File: src/hdl/mpid_pkg.sv
// Shared constants, command codes and types for the modular power/inverse/divide block.
package mpid_pkg;

    localparam int OPERAND_WIDTH_DEF = 63;
    localparam int MODULUS_WIDTH_DEF = 31;
    localparam int CNT_W             = 7;
    localparam int APB_ADDR_W        = 3;
    localparam int APB_DATA_W        = 32;

    localparam logic [APB_DATA_W-1:0] MODULUS_RESET = 32'd1000000007;

    // register index, taken from paddr[2]
    localparam logic REG_MODULUS = 1'b0;

    localparam logic [1:0] CMD_POW  = 2'd0;
    localparam logic [1:0] CMD_INV  = 2'd1;
    localparam logic [1:0] CMD_DIV  = 2'd2;
    localparam logic [1:0] CMD_NONE = 2'd3;

    // request to the shared modular multiply unit
    typedef struct packed {
        logic             start;
        logic [CNT_W-1:0] nbits;
    } t_mm_req;

endpackage

File: src/hdl/mpid_if.sv
// Valid/ready channel interfaces for the command beat and the residue beat.
interface mpid_in_if #(
    parameter int OW = mpid_pkg::OPERAND_WIDTH_DEF
);
    logic          valid;
    logic          ready;
    logic [1:0]    cmd;
    logic [OW-1:0] operand_a;
    logic [OW-1:0] operand_b;

    modport source (output valid, output cmd, output operand_a, output operand_b,
                    input ready);
    modport sink   (input valid, input cmd, input operand_a, input operand_b,
                    output ready);
endinterface

interface mpid_out_if #(
    parameter int MW = mpid_pkg::MODULUS_WIDTH_DEF
);
    logic          valid;
    logic          ready;
    logic [MW-1:0] residue;

    modport source (output valid, output residue, input ready);
    modport sink   (input valid, input residue, output ready);
endinterface

File: src/hdl/mpid_apb.sv
// APB-style configuration register holding the modulus.
module mpid_apb #(
    parameter int MW = mpid_pkg::MODULUS_WIDTH_DEF
) (
    input  logic                              i_clk,
    input  logic                              i_rst_n,
    input  logic                              i_psel,
    input  logic                              i_penable,
    input  logic                              i_pwrite,
    input  logic [mpid_pkg::APB_ADDR_W-1:0]   i_paddr,
    input  logic [mpid_pkg::APB_DATA_W-1:0]   i_pwdata,
    output logic [mpid_pkg::APB_DATA_W-1:0]   o_prdata,
    output logic                              o_pready,
    output logic [MW-1:0]                     o_modulus
);
    logic [MW-1:0] r_modulus;
    logic          w_sel_mod;

    assign w_sel_mod = (i_paddr[2] == mpid_pkg::REG_MODULUS);

    always_ff @(posedge i_clk) begin
        if (!i_rst_n) begin
            r_modulus <= MW'(mpid_pkg::MODULUS_RESET);
        end else if (i_psel && i_penable && i_pwrite && w_sel_mod) begin
            r_modulus <= i_pwdata[MW-1:0];
        end
    end

    always_comb begin
        o_prdata = '0;
        if (w_sel_mod) begin
            o_prdata[MW-1:0] = r_modulus;
        end
    end

    assign o_pready  = 1'b1;
    assign o_modulus = r_modulus;
endmodule

File: src/hdl/mpid_modmul.sv
// Shared bit-serial interleaved modular multiplier: one multiplier bit per cycle, MSB first.
module mpid_modmul #(
    parameter int OW = mpid_pkg::OPERAND_WIDTH_DEF,
    parameter int MW = mpid_pkg::MODULUS_WIDTH_DEF
) (
    input  logic                 i_clk,
    input  logic                 i_rst_n,
    input  mpid_pkg::t_mm_req    i_req,
    input  logic [OW-1:0]        i_mplier,   // left aligned
    input  logic [MW-1:0]        i_mcand,    // below the modulus
    input  logic [MW-1:0]        i_mod,
    output logic                 o_done,
    output logic [MW-1:0]        o_result
);
    logic [mpid_pkg::CNT_W-1:0] r_cnt;
    logic                       r_done;
    logic [MW-1:0]              r_acc;
    logic [MW-1:0]              r_mcand;
    logic [OW-1:0]              r_shift;

    logic [MW+1:0] w_sum;
    logic [MW+1:0] w_m1;
    logic [MW+1:0] w_m2;
    logic [MW+1:0] w_red;

    // acc < m and mcand < m, so 2*acc + mcand < 3m: at most two subtractions
    assign w_m1  = {2'b00, i_mod};
    assign w_m2  = {1'b0, i_mod, 1'b0};
    assign w_sum = {1'b0, r_acc, 1'b0} + (r_shift[OW-1] ? {2'b00, r_mcand} : '0);

    always_comb begin
        if (w_sum >= w_m2) begin
            w_red = w_sum - w_m2;
        end else if (w_sum >= w_m1) begin
            w_red = w_sum - w_m1;
        end else begin
            w_red = w_sum;
        end
    end

    always_ff @(posedge i_clk) begin
        if (!i_rst_n) begin
            r_cnt  <= '0;
            r_done <= 1'b0;
        end else begin
            r_done <= 1'b0;
            if (i_req.start) begin
                r_cnt <= i_req.nbits;
            end else if (r_cnt != '0) begin
                r_cnt <= r_cnt - 1'b1;
                if (r_cnt == mpid_pkg::CNT_W'(1)) begin
                    r_done <= 1'b1;
                end
            end
        end
    end

    always_ff @(posedge i_clk) begin
        if (i_req.start) begin
            r_acc   <= '0;
            r_shift <= i_mplier;
            r_mcand <= i_mcand;
        end else if (r_cnt != '0) begin
            r_acc   <= w_red[MW-1:0];
            r_shift <= r_shift << 1;
        end
    end

    assign o_done   = r_done;
    assign o_result = r_acc;
endmodule

File: src/hdl/modular_power_inverse_divide.sv
// Operation: the base is first reduced modulo m; then each set exponent bit takes a multiply,
// and every bit below the top set bit a square, on the shared bit-serial unit; divide adds a
// reduction of a and a final multiply. When m < 2 the command goes straight to the result.
// Throughput: one command at a time; the next is taken once the sequencer is idle
// again, while the previous residue may still sit in the output register.
// Reset: synchronous, active low; modulus returns to 1000000007, no beat pending.
module modular_power_inverse_divide #(
    parameter int OPERAND_WIDTH = mpid_pkg::OPERAND_WIDTH_DEF,
    parameter int MODULUS_WIDTH = mpid_pkg::MODULUS_WIDTH_DEF
) (
    input  logic                              i_clk,
    input  logic                              i_rst_n,
    mpid_in_if.sink                           i_in,
    mpid_out_if.source                        o_out,
    input  logic                              i_psel,
    input  logic                              i_penable,
    input  logic                              i_pwrite,
    input  logic [mpid_pkg::APB_ADDR_W-1:0]   i_paddr,
    input  logic [mpid_pkg::APB_DATA_W-1:0]   i_pwdata,
    output logic [mpid_pkg::APB_DATA_W-1:0]   o_prdata,
    output logic                              o_pready
);
    localparam int OW = OPERAND_WIDTH;
    localparam int MW = MODULUS_WIDTH;

    typedef enum logic [7:0] {
        S_IDLE     = 8'b0000_0001,
        S_RED_BASE = 8'b0000_0010,
        S_CHECK    = 8'b0000_0100,
        S_MUL      = 8'b0000_1000,
        S_SQR      = 8'b0001_0000,
        S_RED_A    = 8'b0010_0000,
        S_FIN_MUL  = 8'b0100_0000,
        S_DONE     = 8'b1000_0000
    } t_state;

    t_state            r_state, n_state;
    logic              r_go, n_go;
    logic              r_out_valid, n_out_valid;
    logic [1:0]        r_cmd, n_cmd;
    logic [OW-1:0]     r_base, n_base;
    logic [OW-1:0]     r_exp, n_exp;
    logic [OW-1:0]     r_a, n_a;
    logic [MW-1:0]     r_acc, n_acc;
    logic [MW-1:0]     r_sq, n_sq;
    logic [MW-1:0]     r_res, n_res;
    logic [MW-1:0]     r_out_res, n_out_res;

    logic [MW-1:0]       w_mod;
    logic                w_in_beat;
    mpid_pkg::t_mm_req   w_req;
    logic [OW-1:0]       w_mplier;
    logic [MW-1:0]       w_mcand;
    logic                w_mm_done;
    logic [MW-1:0]       w_mm_res;
    logic [OW-1:0]       w_mexp;

    mpid_apb #(.MW(MW)) u_apb (
        .i_clk     (i_clk),
        .i_rst_n   (i_rst_n),
        .i_psel    (i_psel),
        .i_penable (i_penable),
        .i_pwrite  (i_pwrite),
        .i_paddr   (i_paddr),
        .i_pwdata  (i_pwdata),
        .o_prdata  (o_prdata),
        .o_pready  (o_pready),
        .o_modulus (w_mod)
    );

    assign i_in.ready = (r_state == S_IDLE);
    assign w_in_beat  = i_in.valid && i_in.ready;
    assign w_mexp     = OW'(w_mod - MW'(2));

    // operand selection for the shared unit, sampled on the start cycle
    always_comb begin
        w_req.start = r_go;
        w_req.nbits = mpid_pkg::CNT_W'(MW);
        w_mplier    = {r_acc, {(OW-MW){1'b0}}};
        w_mcand     = r_sq;
        case (r_state)
            S_RED_BASE: begin
                w_req.nbits = mpid_pkg::CNT_W'(OW);
                w_mplier    = r_base;
                w_mcand     = MW'(1);
            end
            S_RED_A: begin
                w_req.nbits = mpid_pkg::CNT_W'(OW);
                w_mplier    = r_a;
                w_mcand     = MW'(1);
            end
            S_SQR: begin
                w_mplier = {r_sq, {(OW-MW){1'b0}}};
            end
            default: begin
            end
        endcase
    end

    mpid_modmul #(.OW(OW), .MW(MW)) u_modmul (
        .i_clk    (i_clk),
        .i_rst_n  (i_rst_n),
        .i_req    (w_req),
        .i_mplier (w_mplier),
        .i_mcand  (w_mcand),
        .i_mod    (w_mod),
        .o_done   (w_mm_done),
        .o_result (w_mm_res)
    );

    always_comb begin
        n_state     = r_state;
        n_go        = 1'b0;
        n_out_valid = r_out_valid;
        n_cmd       = r_cmd;
        n_base      = r_base;
        n_exp       = r_exp;
        n_a         = r_a;
        n_acc       = r_acc;
        n_sq        = r_sq;
        n_res       = r_res;
        n_out_res   = r_out_res;

        if (o_out.valid && o_out.ready) begin
            n_out_valid = 1'b0;
        end

        case (r_state)
            S_IDLE: begin
                if (w_in_beat) begin
                    n_cmd = i_in.cmd;
                    n_a   = i_in.operand_a;
                    n_acc = MW'(1);
                    n_res = '0;
                    if (w_mod < MW'(2) || i_in.cmd == mpid_pkg::CMD_NONE) begin
                        n_state = S_DONE;
                    end else begin
                        n_state = S_RED_BASE;
                        n_go    = 1'b1;
                        case (i_in.cmd)
                            mpid_pkg::CMD_POW: begin
                                n_base = i_in.operand_a;
                                n_exp  = i_in.operand_b;
                            end
                            mpid_pkg::CMD_INV: begin
                                n_base = i_in.operand_a;
                                n_exp  = w_mexp;
                            end
                            default: begin
                                n_base = i_in.operand_b;
                                n_exp  = w_mexp;
                            end
                        endcase
                    end
                end
            end
            S_RED_BASE: begin
                if (w_mm_done) begin
                    n_sq    = w_mm_res;
                    n_state = S_CHECK;
                end
            end
            S_CHECK: begin
                if (r_exp == '0) begin
                    if (r_cmd == mpid_pkg::CMD_DIV) begin
                        n_state = S_RED_A;
                        n_go    = 1'b1;
                    end else begin
                        n_res   = r_acc;
                        n_state = S_DONE;
                    end
                end else if (r_exp[0]) begin
                    n_state = S_MUL;
                    n_go    = 1'b1;
                end else begin
                    n_state = S_SQR;
                    n_go    = 1'b1;
                end
            end
            S_MUL: begin
                if (w_mm_done) begin
                    n_acc = w_mm_res;
                    if ((r_exp >> 1) == '0) begin
                        // last set bit: the square would go unused
                        n_exp   = '0;
                        n_state = S_CHECK;
                    end else begin
                        n_state = S_SQR;
                        n_go    = 1'b1;
                    end
                end
            end
            S_SQR: begin
                if (w_mm_done) begin
                    n_sq    = w_mm_res;
                    n_exp   = r_exp >> 1;
                    n_state = S_CHECK;
                end
            end
            S_RED_A: begin
                if (w_mm_done) begin
                    n_sq    = w_mm_res;
                    n_state = S_FIN_MUL;
                    n_go    = 1'b1;
                end
            end
            S_FIN_MUL: begin
                if (w_mm_done) begin
                    n_res   = w_mm_res;
                    n_state = S_DONE;
                end
            end
            S_DONE: begin
                if (!r_out_valid || o_out.ready) begin
                    n_out_valid = 1'b1;
                    n_out_res   = r_res;
                    n_state     = S_IDLE;
                end
            end
            default: begin
                n_state = S_IDLE;
            end
        endcase
    end

    always_ff @(posedge i_clk) begin
        if (!i_rst_n) begin
            r_state     <= S_IDLE;
            r_go        <= 1'b0;
            r_out_valid <= 1'b0;
        end else begin
            r_state     <= n_state;
            r_go        <= n_go;
            r_out_valid <= n_out_valid;
        end
    end

    always_ff @(posedge i_clk) begin
        r_cmd     <= n_cmd;
        r_base    <= n_base;
        r_exp     <= n_exp;
        r_a       <= n_a;
        r_acc     <= n_acc;
        r_sq      <= n_sq;
        r_res     <= n_res;
        r_out_res <= n_out_res;
    end

    assign o_out.valid   = r_out_valid;
    assign o_out.residue = r_out_res;
endmodule
File: src/flat_wrapper.sv
// flat-port wrapper written by rule: the top's interface ports become plain ports
module modular_power_inverse_divide_flat 
#(
    parameter int OPERAND_WIDTH = mpid_pkg::OPERAND_WIDTH_DEF,
    parameter int MODULUS_WIDTH = mpid_pkg::MODULUS_WIDTH_DEF
)
  (i_clk, i_rst_n, i_psel, i_penable, i_pwrite, i_paddr, i_pwdata, o_prdata, o_pready, i_in_valid, i_in_cmd, i_in_operand_a, i_in_operand_b, i_in_ready, o_out_valid, o_out_residue, o_out_ready);
  mpid_in_if i_in_i ();
  mpid_out_if o_out_i ();
  input  logic i_clk;
  input  logic i_rst_n;
  input  logic i_psel;
  input  logic i_penable;
  input  logic i_pwrite;
  input  logic [mpid_pkg::APB_ADDR_W-1:0] i_paddr;
  input  logic [mpid_pkg::APB_DATA_W-1:0] i_pwdata;
  output logic [mpid_pkg::APB_DATA_W-1:0] o_prdata;
  output logic o_pready;
  input wire logic [$bits(i_in_i.valid)-1:0] i_in_valid;
  input wire logic [$bits(i_in_i.cmd)-1:0] i_in_cmd;
  input wire logic [$bits(i_in_i.operand_a)-1:0] i_in_operand_a;
  input wire logic [$bits(i_in_i.operand_b)-1:0] i_in_operand_b;
  output wire logic [$bits(i_in_i.ready)-1:0] i_in_ready;
  output wire logic [$bits(o_out_i.valid)-1:0] o_out_valid;
  output wire logic [$bits(o_out_i.residue)-1:0] o_out_residue;
  input wire logic [$bits(o_out_i.ready)-1:0] o_out_ready;
  assign i_in_i.valid = i_in_valid;
  assign i_in_i.cmd = i_in_cmd;
  assign i_in_i.operand_a = i_in_operand_a;
  assign i_in_i.operand_b = i_in_operand_b;
  assign i_in_ready = i_in_i.ready;
  assign o_out_valid = o_out_i.valid;
  assign o_out_residue = o_out_i.residue;
  assign o_out_i.ready = o_out_ready;
  modular_power_inverse_divide #(.OPERAND_WIDTH(OPERAND_WIDTH), .MODULUS_WIDTH(MODULUS_WIDTH)) u_core (.i_clk(i_clk), .i_rst_n(i_rst_n), .i_in(i_in_i), .o_out(o_out_i), .i_psel(i_psel), .i_penable(i_penable), .i_pwrite(i_pwrite), .i_paddr(i_paddr), .i_pwdata(i_pwdata), .o_prdata(o_prdata), .o_pready(o_pready));
endmodule
File: config.mk
export PLATFORM = sky130hd
export DESIGN_NAME = modular_power_inverse_divide_flat
export DESIGN_NICKNAME = d
export VERILOG_FILES = /design/src/hdl/mpid_pkg.sv /design/src/hdl/mpid_if.sv /design/src/hdl/mpid_apb.sv /design/src/hdl/mpid_modmul.sv /design/src/hdl/modular_power_inverse_divide.sv /design/src/flat_wrapper.sv
export SDC_FILE = /design/constraint.sdc
export NUM_CORES = 1
export LEC_CHECK = 0
export BUFFER_PORTS_ARGS = -buffer_cell sky130_fd_sc_hd__clkbuf_2
export CORE_MARGIN = 2
export CORE_UTILIZATION = 55
export DETAILED_ROUTE_END_ITERATION = 10
export PLACE_DENSITY = 0.78
export SKIP_CTS_REPAIR_TIMING = 1
export SLEW_MARGIN = 10
export SYNTH_ARGS = -nofsm -noshare
export SYNTH_HDL_FRONTEND = slang
export SYNTH_SLANG_ARGS = --single-unit
File: constraint.sdc
create_clock -name i_clk -period 13.6 [get_ports i_clk]
set_input_delay 1.36 -clock i_clk [delete_from_list [all_inputs] [get_ports i_clk]]
set_output_delay 1.36 -clock i_clk [all_outputs]
set_load 0.005 [all_outputs]
== Word level (Yosys, flattened, before mapping) ==
Cells that the tools add are included.
Word-level totals
  flip-flop bits (word level): 489
  output and inout bits: 66
  word-level logic and storage cells: 130
  input bits: 170
Operators by class
  equality and inequality tests: 23
  magnitude comparators: 3
  bitwise logic cells: 4
  add/subtract/negate cells: 5
  muxes and demuxes: 49
  reduce and logical (&&, ||, !) cells: 29
Operators by type and width (number)
  63-bit two-way mux: 9
  63-bit one-hot mux with 3 select lines: 2
  31-bit two-way mux: 9
  63-bit logical NOT: 2
  31-bit one-hot mux with 3 select lines: 1
  8-bit two-way mux: 9
  31-bit one-hot mux with 2 select lines: 1
  31-bit subtractor: 2
  8-bit one-hot mux with 7 select lines: 1
  32-bit by 31-bit adder with 33-bit output: 1
  33-bit by 31-bit greater-or-equal comparator with 1-bit output: 1
  33-bit by 32-bit greater-or-equal comparator with 1-bit output: 1
  31-bit by 2-bit subtractor with 32-bit output, second input constant: 1
  31-bit by 2-bit < comparator with 1-bit output, second input constant: 1
  7-bit two-way mux: 2
  2-bit inequality test, second input constant: 7
  6-bit AND reduction: 2
  1-bit two-way mux: 11
  5-bit two-way mux: 2
  8-bit by 1-bit == test with 1-bit output, second input constant: 1
  8-bit by 2-bit == test with 1-bit output, second input constant: 1
  8-bit by 3-bit == test with 1-bit output, second input constant: 1
  8-bit by 4-bit == test with 1-bit output, second input constant: 1
  8-bit by 5-bit == test with 1-bit output, second input constant: 1
  23 further kinds: 43

== Depth between registers and ports, before layout ==
  depth after elaboration: 5
  depth in mapped cells: 26
  mapped depth without buffers: 23

== By module ==
From an unflattened synthesis, not the netlist that was laid out.
Unflattened totals
  cell total of the unflattened synthesis: 2404
  area, all modules: 26917.1 um^2
By module, submodules not included
  modular_power_inverse_divide: sequential area each 9659.3 um^2, cells each 1092, instances 1, area each 14617.8 um^2
  mpid_modmul: sequential area each 3603.5 um^2, cells each 1138, instances 1, area each 10716.5 um^2
  mpid_apb: sequential area each 620.6 um^2, cells each 174, instances 1, area each 1582.8 um^2

== Least setup slack after synthesis ==
Ideal clock, no wire load.
  path kind: register -> register
  from: register u_core.r_state[1]
  to: register u_core.r_exp[0] (enable)
  period minus slack after synthesis: 6.679 ns
  buffers on the path: 1
  data required time: 13.029 ns
  slack: 6.921 ns
  arrival: 6.108 ns
  cell stages (with the launch flop): 8
  path through: dfxtp_1 > nor4_1 > nand2_1 > nor3b_1 > or2_2 > clkbuf_1 > nand2_1 > o21ai_0
On the way
  cells in the longest elaborated chain, start to end: 4
  elaborated cells on any way between the ends: 11
Ends and longest elaborated chain
  start, declared: RTL line modular_power_inverse_divide.sv:37  | t_state r_state, n_state;
  start signal, assigned: RTL line modular_power_inverse_divide.sv:232  | r_state <= n_state;
  8-bit by 1-bit == test with 1-bit output: RTL line modular_power_inverse_divide.sv:71, modular_power_inverse_divide.sv:128
  1-bit logical AND: RTL line modular_power_inverse_divide.sv:72  | assign w_in_beat = i_in.valid && i_in.ready;
  2-bit inequality test (no line)
  6-bit AND reduction (no line) (*)
  end signal, assigned: RTL line modular_power_inverse_divide.sv:241  | r_exp <= n_exp;
  end, declared: RTL line modular_power_inverse_divide.sv:42  | logic [OW-1:0] r_exp, n_exp;
Mark *: on every way between the ends. The rest lies on a longest branch, timed or not.
A chain may end at the register's enable or synchronous reset.

== Worst setup path in the final report ==
  from: register u_core.u_modmul.r_shift[62]
  to: register u_core.u_modmul.r_acc[19], in the netlist u_core.u_modmul.o_result[19]
On the way
  cells in the longest elaborated chain, start to end: 5
  elaborated cells on any way between the ends: 8
Ends and longest elaborated chain
  start, declared: RTL line mpid_modmul.sv:19  | logic [OW-1:0] r_shift;
  start signal, assigned: RTL line mpid_modmul.sv:61  | r_shift <= i_mplier;
  start signal, assigned: RTL line mpid_modmul.sv:65  | r_shift <= r_shift << 1;
  31-bit two-way mux (*): RTL line mpid_modmul.sv:29  | assign w_sum = {1'b0, r_acc, 1'b0} + (r_shift[OW-1] ? {2'b00, r_mcand} : '0);
  32-bit by 31-bit adder with 33-bit output (*): RTL line mpid_modmul.sv:29
  31-bit subtractor / 33-bit by 31-bit greater-or-equal comparator with 1-bit output (equally long branches): RTL line mpid_modmul.sv:35, mpid_modmul.sv:34
  31-bit two-way mux: RTL line mpid_modmul.sv:34  | end else if (w_sum >= w_m1) begin
  31-bit two-way mux (*): RTL line mpid_modmul.sv:32  | if (w_sum >= w_m2) begin
  end signal, assigned: RTL line mpid_modmul.sv:64  | r_acc <= w_red[MW-1:0];
  end, declared: RTL line mpid_modmul.sv:17  | logic [MW-1:0] r_acc;
Marked as above.

==> flow_summary.json <==
{
  "layout.cells.non_filler": 3154,
  "hold_viol": 0,
  "yosys.area_share.simple_pct": 13.0,
  "drive_gt1_share_pct": 16.7,
  "path_clk_slew_ns": 0.06,
  "die_w_um": 220,
  "synth_adder_area_share_pct": 4.88,
  "first_global_vias": 18900,
  "finalCritPeriodShare_pct": 53.7,
  "crit_chain": "and2_1 > ha_1 > fa_1 > a21o_1 > a31oi_1 > nor3_1 > o211ai_1 > nand3b_1 > a31oi_1 > o21ai_0 > a21oi_1 > xnor2_1 > ha_1 > a21o_1 > a21o_1 > a221o_1 > a21oi_1 > o211ai_1 > a21oi_4 > and2_1 > a211oi_1 > a2111oi_0",
  "synthFlopType": "edfxtp_1",
  "detail_route.first_pass.iterations": 9,
  "wirelength_um": 75700,
  "maxCapViolCount": 0,
  "muxShareOfSynthArea_pct": 3.51,
  "numCtsBuffers": 48,
  "cts_max_path_buffers": 3,
  "rsz0062_at_grt": "false",
  "hold_path_class": "reg2reg",
  "via_per_inst": 6.34,
  "sw_frac_of_total_pct": 44.7,
  "synth_xor_area_share_pct": 3.56,
  "seq_power_share_pct": 28.4,
  "leakage_uw": 0.0110,
  "grt_pass1_wl_um": 112000,
  "synth_top_family_by_area": "compound AO/OA/AOI/OAI gates",
  "period_minus_slack_ns": 7.30,
  "std_cell_rows": 79,
  "drtAntennaViolNets": 0,
  "cp_slowest_cell": "edfxtp_1",
  "slew_viol_final": 0,
  "synth_cells": 2327,
  "synth_cell_types": 84,
  "tns_ns": 0,
  "syn_avg_cell_area_um2": 11.0,
  "synthArstFlopShare_pct": 0,
  "synth-compound-area-share_pct": 17.8,
  "finalSetupViolations": 0,
  "crit_path_max_incr_delay_ns": 0.75,
  "power_density_mw_per_mm2": 298,
  "grt_max_degree": 81,
  "syn-cell-area_mm2": 0.0256,
  "port_buffers": 230,
  "power_frac_comb_pct": 55.5,
  "cts_tree": "yes",
  "critical_path_arrival_ns": 7.78,
  "end_kind": "flop",
  "crit_path_frequent_cell": "a21o_1",
  "fmax_ghz": 0.137,
  "fillers": 3665,
  "vdd_drop_max_mv": 0.144,
  "start_kind": "flop",
  "drt_iter0_markers": 2331,
  "clock_power_share_pct": 16.1,
  "drt-wirelength-per-cell_um": 24.0,
  "cts_sinks": 489,
  "p_sw_uw": 3850,
  "synth_fp_nets": 2595,
  "vias": 20000,
  "drc": 1,
  "crit_path_max_fanout": 31,
  "ys_seq_area_share_pct": 54.2,
  "gp_congestion": 0.969,
  "synth_edf_count": 409,
  "violations": "design-rule violations",
  "htree_levels": 2,
  "finClkSkew_ns": 0.0213,
  "start_util_pct": 55.4,
  "dp.final_hpwl_um": 55000,
  "grt_antenna_before_repair": 1,
  "area.growth.synth_to_final_pct": 12.8,
  "n_antenna_cell": 0,
  "critPathKind": "reg2reg",
  "ctsRootBufferMaster": "clkbuf_16",
  "internal_power_uw": 4760,
  "worstSkewPairLatency_ns": 0.61,
  "io_pins": 236,
  "grtUsageTotal_pct": 30.9,
  "worst_slew_pin_slew_ns": 1.22,
  "coreArea_mm2": 0.0463,
  "grt_remaining_overflow": 0,
  "slew_headroom_pct": 17.8,
  "worstPathRequired_ns": 14.08,
  "design.die.area_mm2": 0.0483,
  "die-height_um": 220,
  "status": "complete, but fails checks",
  "synth_warnings": 0,
  "dp_cells": 3066,
  "final_nets": 2777,
  "yosys_register_bits": 489
}
logic make-up after synthesis:
group	count (synthesis)
compound gates	688
mux	82
other cells	2
fa+ha+maj	98
flops	489
buf+inv	184
simple gates	680
xor+xnor	104
flip-flops by register name, indices dropped and copies added (netlist names):
name                      count
u_core.u_modmul.o_done        1
u_core.r_cmd                  2
u_core.r_res                 31
u_core.r_exp                 63
u_core.r_base                63
u_core.u_modmul.r_mcand      31
u_core.u_apb.o_modulus       31
u_core.r_acc                 31
u_core.r_sq                  31
u_core.u_modmul.o_result     31
u_core.u_modmul.r_shift      63
u_core.r_a                   63
u_core.o_out.residue         31
u_core.r_state                8
u_core.r_go                   1
u_core.o_out.valid            1
u_core.u_modmul.r_cnt         7
through the flow:
step | hold slack (ns) | utilization (%) | total power [uW] | area (um2) | setup slack, ns
after floorplan | 0.400 | - | 5770 | 25600 | 6.92
after global placement | 0.404 | 58.9 | 7030 | 27300 | 6.57
after detailed placement | 0.405 | 58.9 | 7080 | 27300 | 6.50
after CTS | 0.419 | 62.4 | 8480 | 28900 | 6.46
after global routing | 0.426 | 62.5 | 9120 | 28900 | 5.95
final | 0.418 | 62.5 | 8610 | 28900 | 6.30
power by group through the flow:
stage / logic (uW) / clock network (uW) / registers, uW
global placement: 4590 / 0 / 2440
finish: 4770 / 1390 / 2440
global route: 5200 / 1450 / 2470
CTS: 4650 / 1400 / 2440
floorplan: 3430 / 0 / 2340
detailed placement: 4620 / 0 / 2460
cell usage in the layout (no fill, tap or decap), types with 13 or more instances in the layout:
master	instances
nand2_1	188
nor3_1	24
nor4_1	29
xor2_1	32
a21oi_1	215
o21a_1	13
dfxtp_1	79
edfxtp_1	409
buf_4	26
o21ai_0	106
nand3_1	29
a22o_1	61
xnor2_1	72
nor2b_1	17
a221oi_1	74
inv_1	58
clkinv_1	13
and2_1	97
a211oi_1	13
a21boi_0	22
nand2b_1	15
a21o_1	39
o21ai_1	29
clkbuf_16	49
nand4_1	19
o211ai_1	29
mux2_2	63
clkbuf_2	230
mux2i_1	19
nor2_1	198
ha_1	95
Yosys cell counts, drive strengths merged, types with 4 or more instances:
cell / instances / area share [%]
a21o: 39 / 1.1
and3: 11 / 0.27
a211oi: 13 / 0.38
a21boi: 23 / 0.67
dfxtp: 80 / 6.3
nand2: 189 / 2.8
nor2: 201 / 3.0
o31ai: 6 / 0.23
a22o: 61 / 2.1
or4: 6 / 0.21
a21oi: 216 / 4.3
xor2: 32 / 1.1
and4: 4 / 0.14
nand2b: 15 / 0.37
o21a: 13 / 0.38
and2: 98 / 2.4
buf: 25 / 0.68
a31oi: 12 / 0.35
nand3: 30 / 0.61
or2: 5 / 0.13
a22oi: 10 / 0.29
o21bai: 10 / 0.29
ha: 95 / 4.6
a221oi: 75 / 2.6
xnor2: 72 / 2.5
nor3b: 10 / 0.29
nor4: 31 / 0.87
nor3: 26 / 0.53
nor2b: 20 / 0.52
mux2i: 19 / 0.74
o211ai: 29 / 0.85
a211o: 7 / 0.24
o21ai: 139 / 2.8
edfxtp: 409 / 48
or3: 6 / 0.15
mux2: 63 / 2.8
a221o: 5 / 0.20
clkbuf: 99 / 1.5
inv: 60 / 0.88
nand4: 19 / 0.46
path summary, 6_finish.rpt:
check,start,end,slack [ns],cells after the start
worst max-delay path,u_core.u_modmul.r_shift[62]$_DFFE_PP_,u_core.u_modmul.o_result[19]$_SDFFE_PP0P_,6.30,22
worst min-delay path,u_core.r_res[28]$_DFFE_PP_,u_core.o_out.residue[28]$_DFFE_PP_,0.42,0
worst max register to register,u_core.u_modmul.r_shift[62]$_DFFE_PP_,u_core.u_modmul.o_result[19]$_SDFFE_PP0P_,6.30,22
worst min register to register,u_core.r_res[28]$_DFFE_PP_,u_core.o_out.residue[28]$_DFFE_PP_,0.42,0
final cells by class:
class / count / area, um2 / share of cell area, %
clock buffer: 59 / 1270 / 4.41
sequential: 489 / 13900 / 48.1
multi-input combinational: 1654 / 11000 / 38.2
inverter: 60 / 225 / 0.780
clock inverter: 29 / 353 / 1.22
timing repair buffer: 256 / 1350 / 4.66
tap: 607 / 759 / 2.63
per-layer routing:
metal  track usage, %  wire length [um]  vias up
met5                0                13        -
met4             12.8              3190        2
met3             4.42              6460      134
met2             48.5             35000     1059
met1             43.3             31100     9687
li1                 -                 -     9129
critical path, delay by kind of cell, from the launching register on:
family	cells	cell delay (ns)
flops	1	0.75
xor+xnor	1	0.36
fa+ha+maj	3	1.08
simple gates	4	1.20
compound gates	14	3.78
No activity file was read; power rests on OpenSTA's default activity.
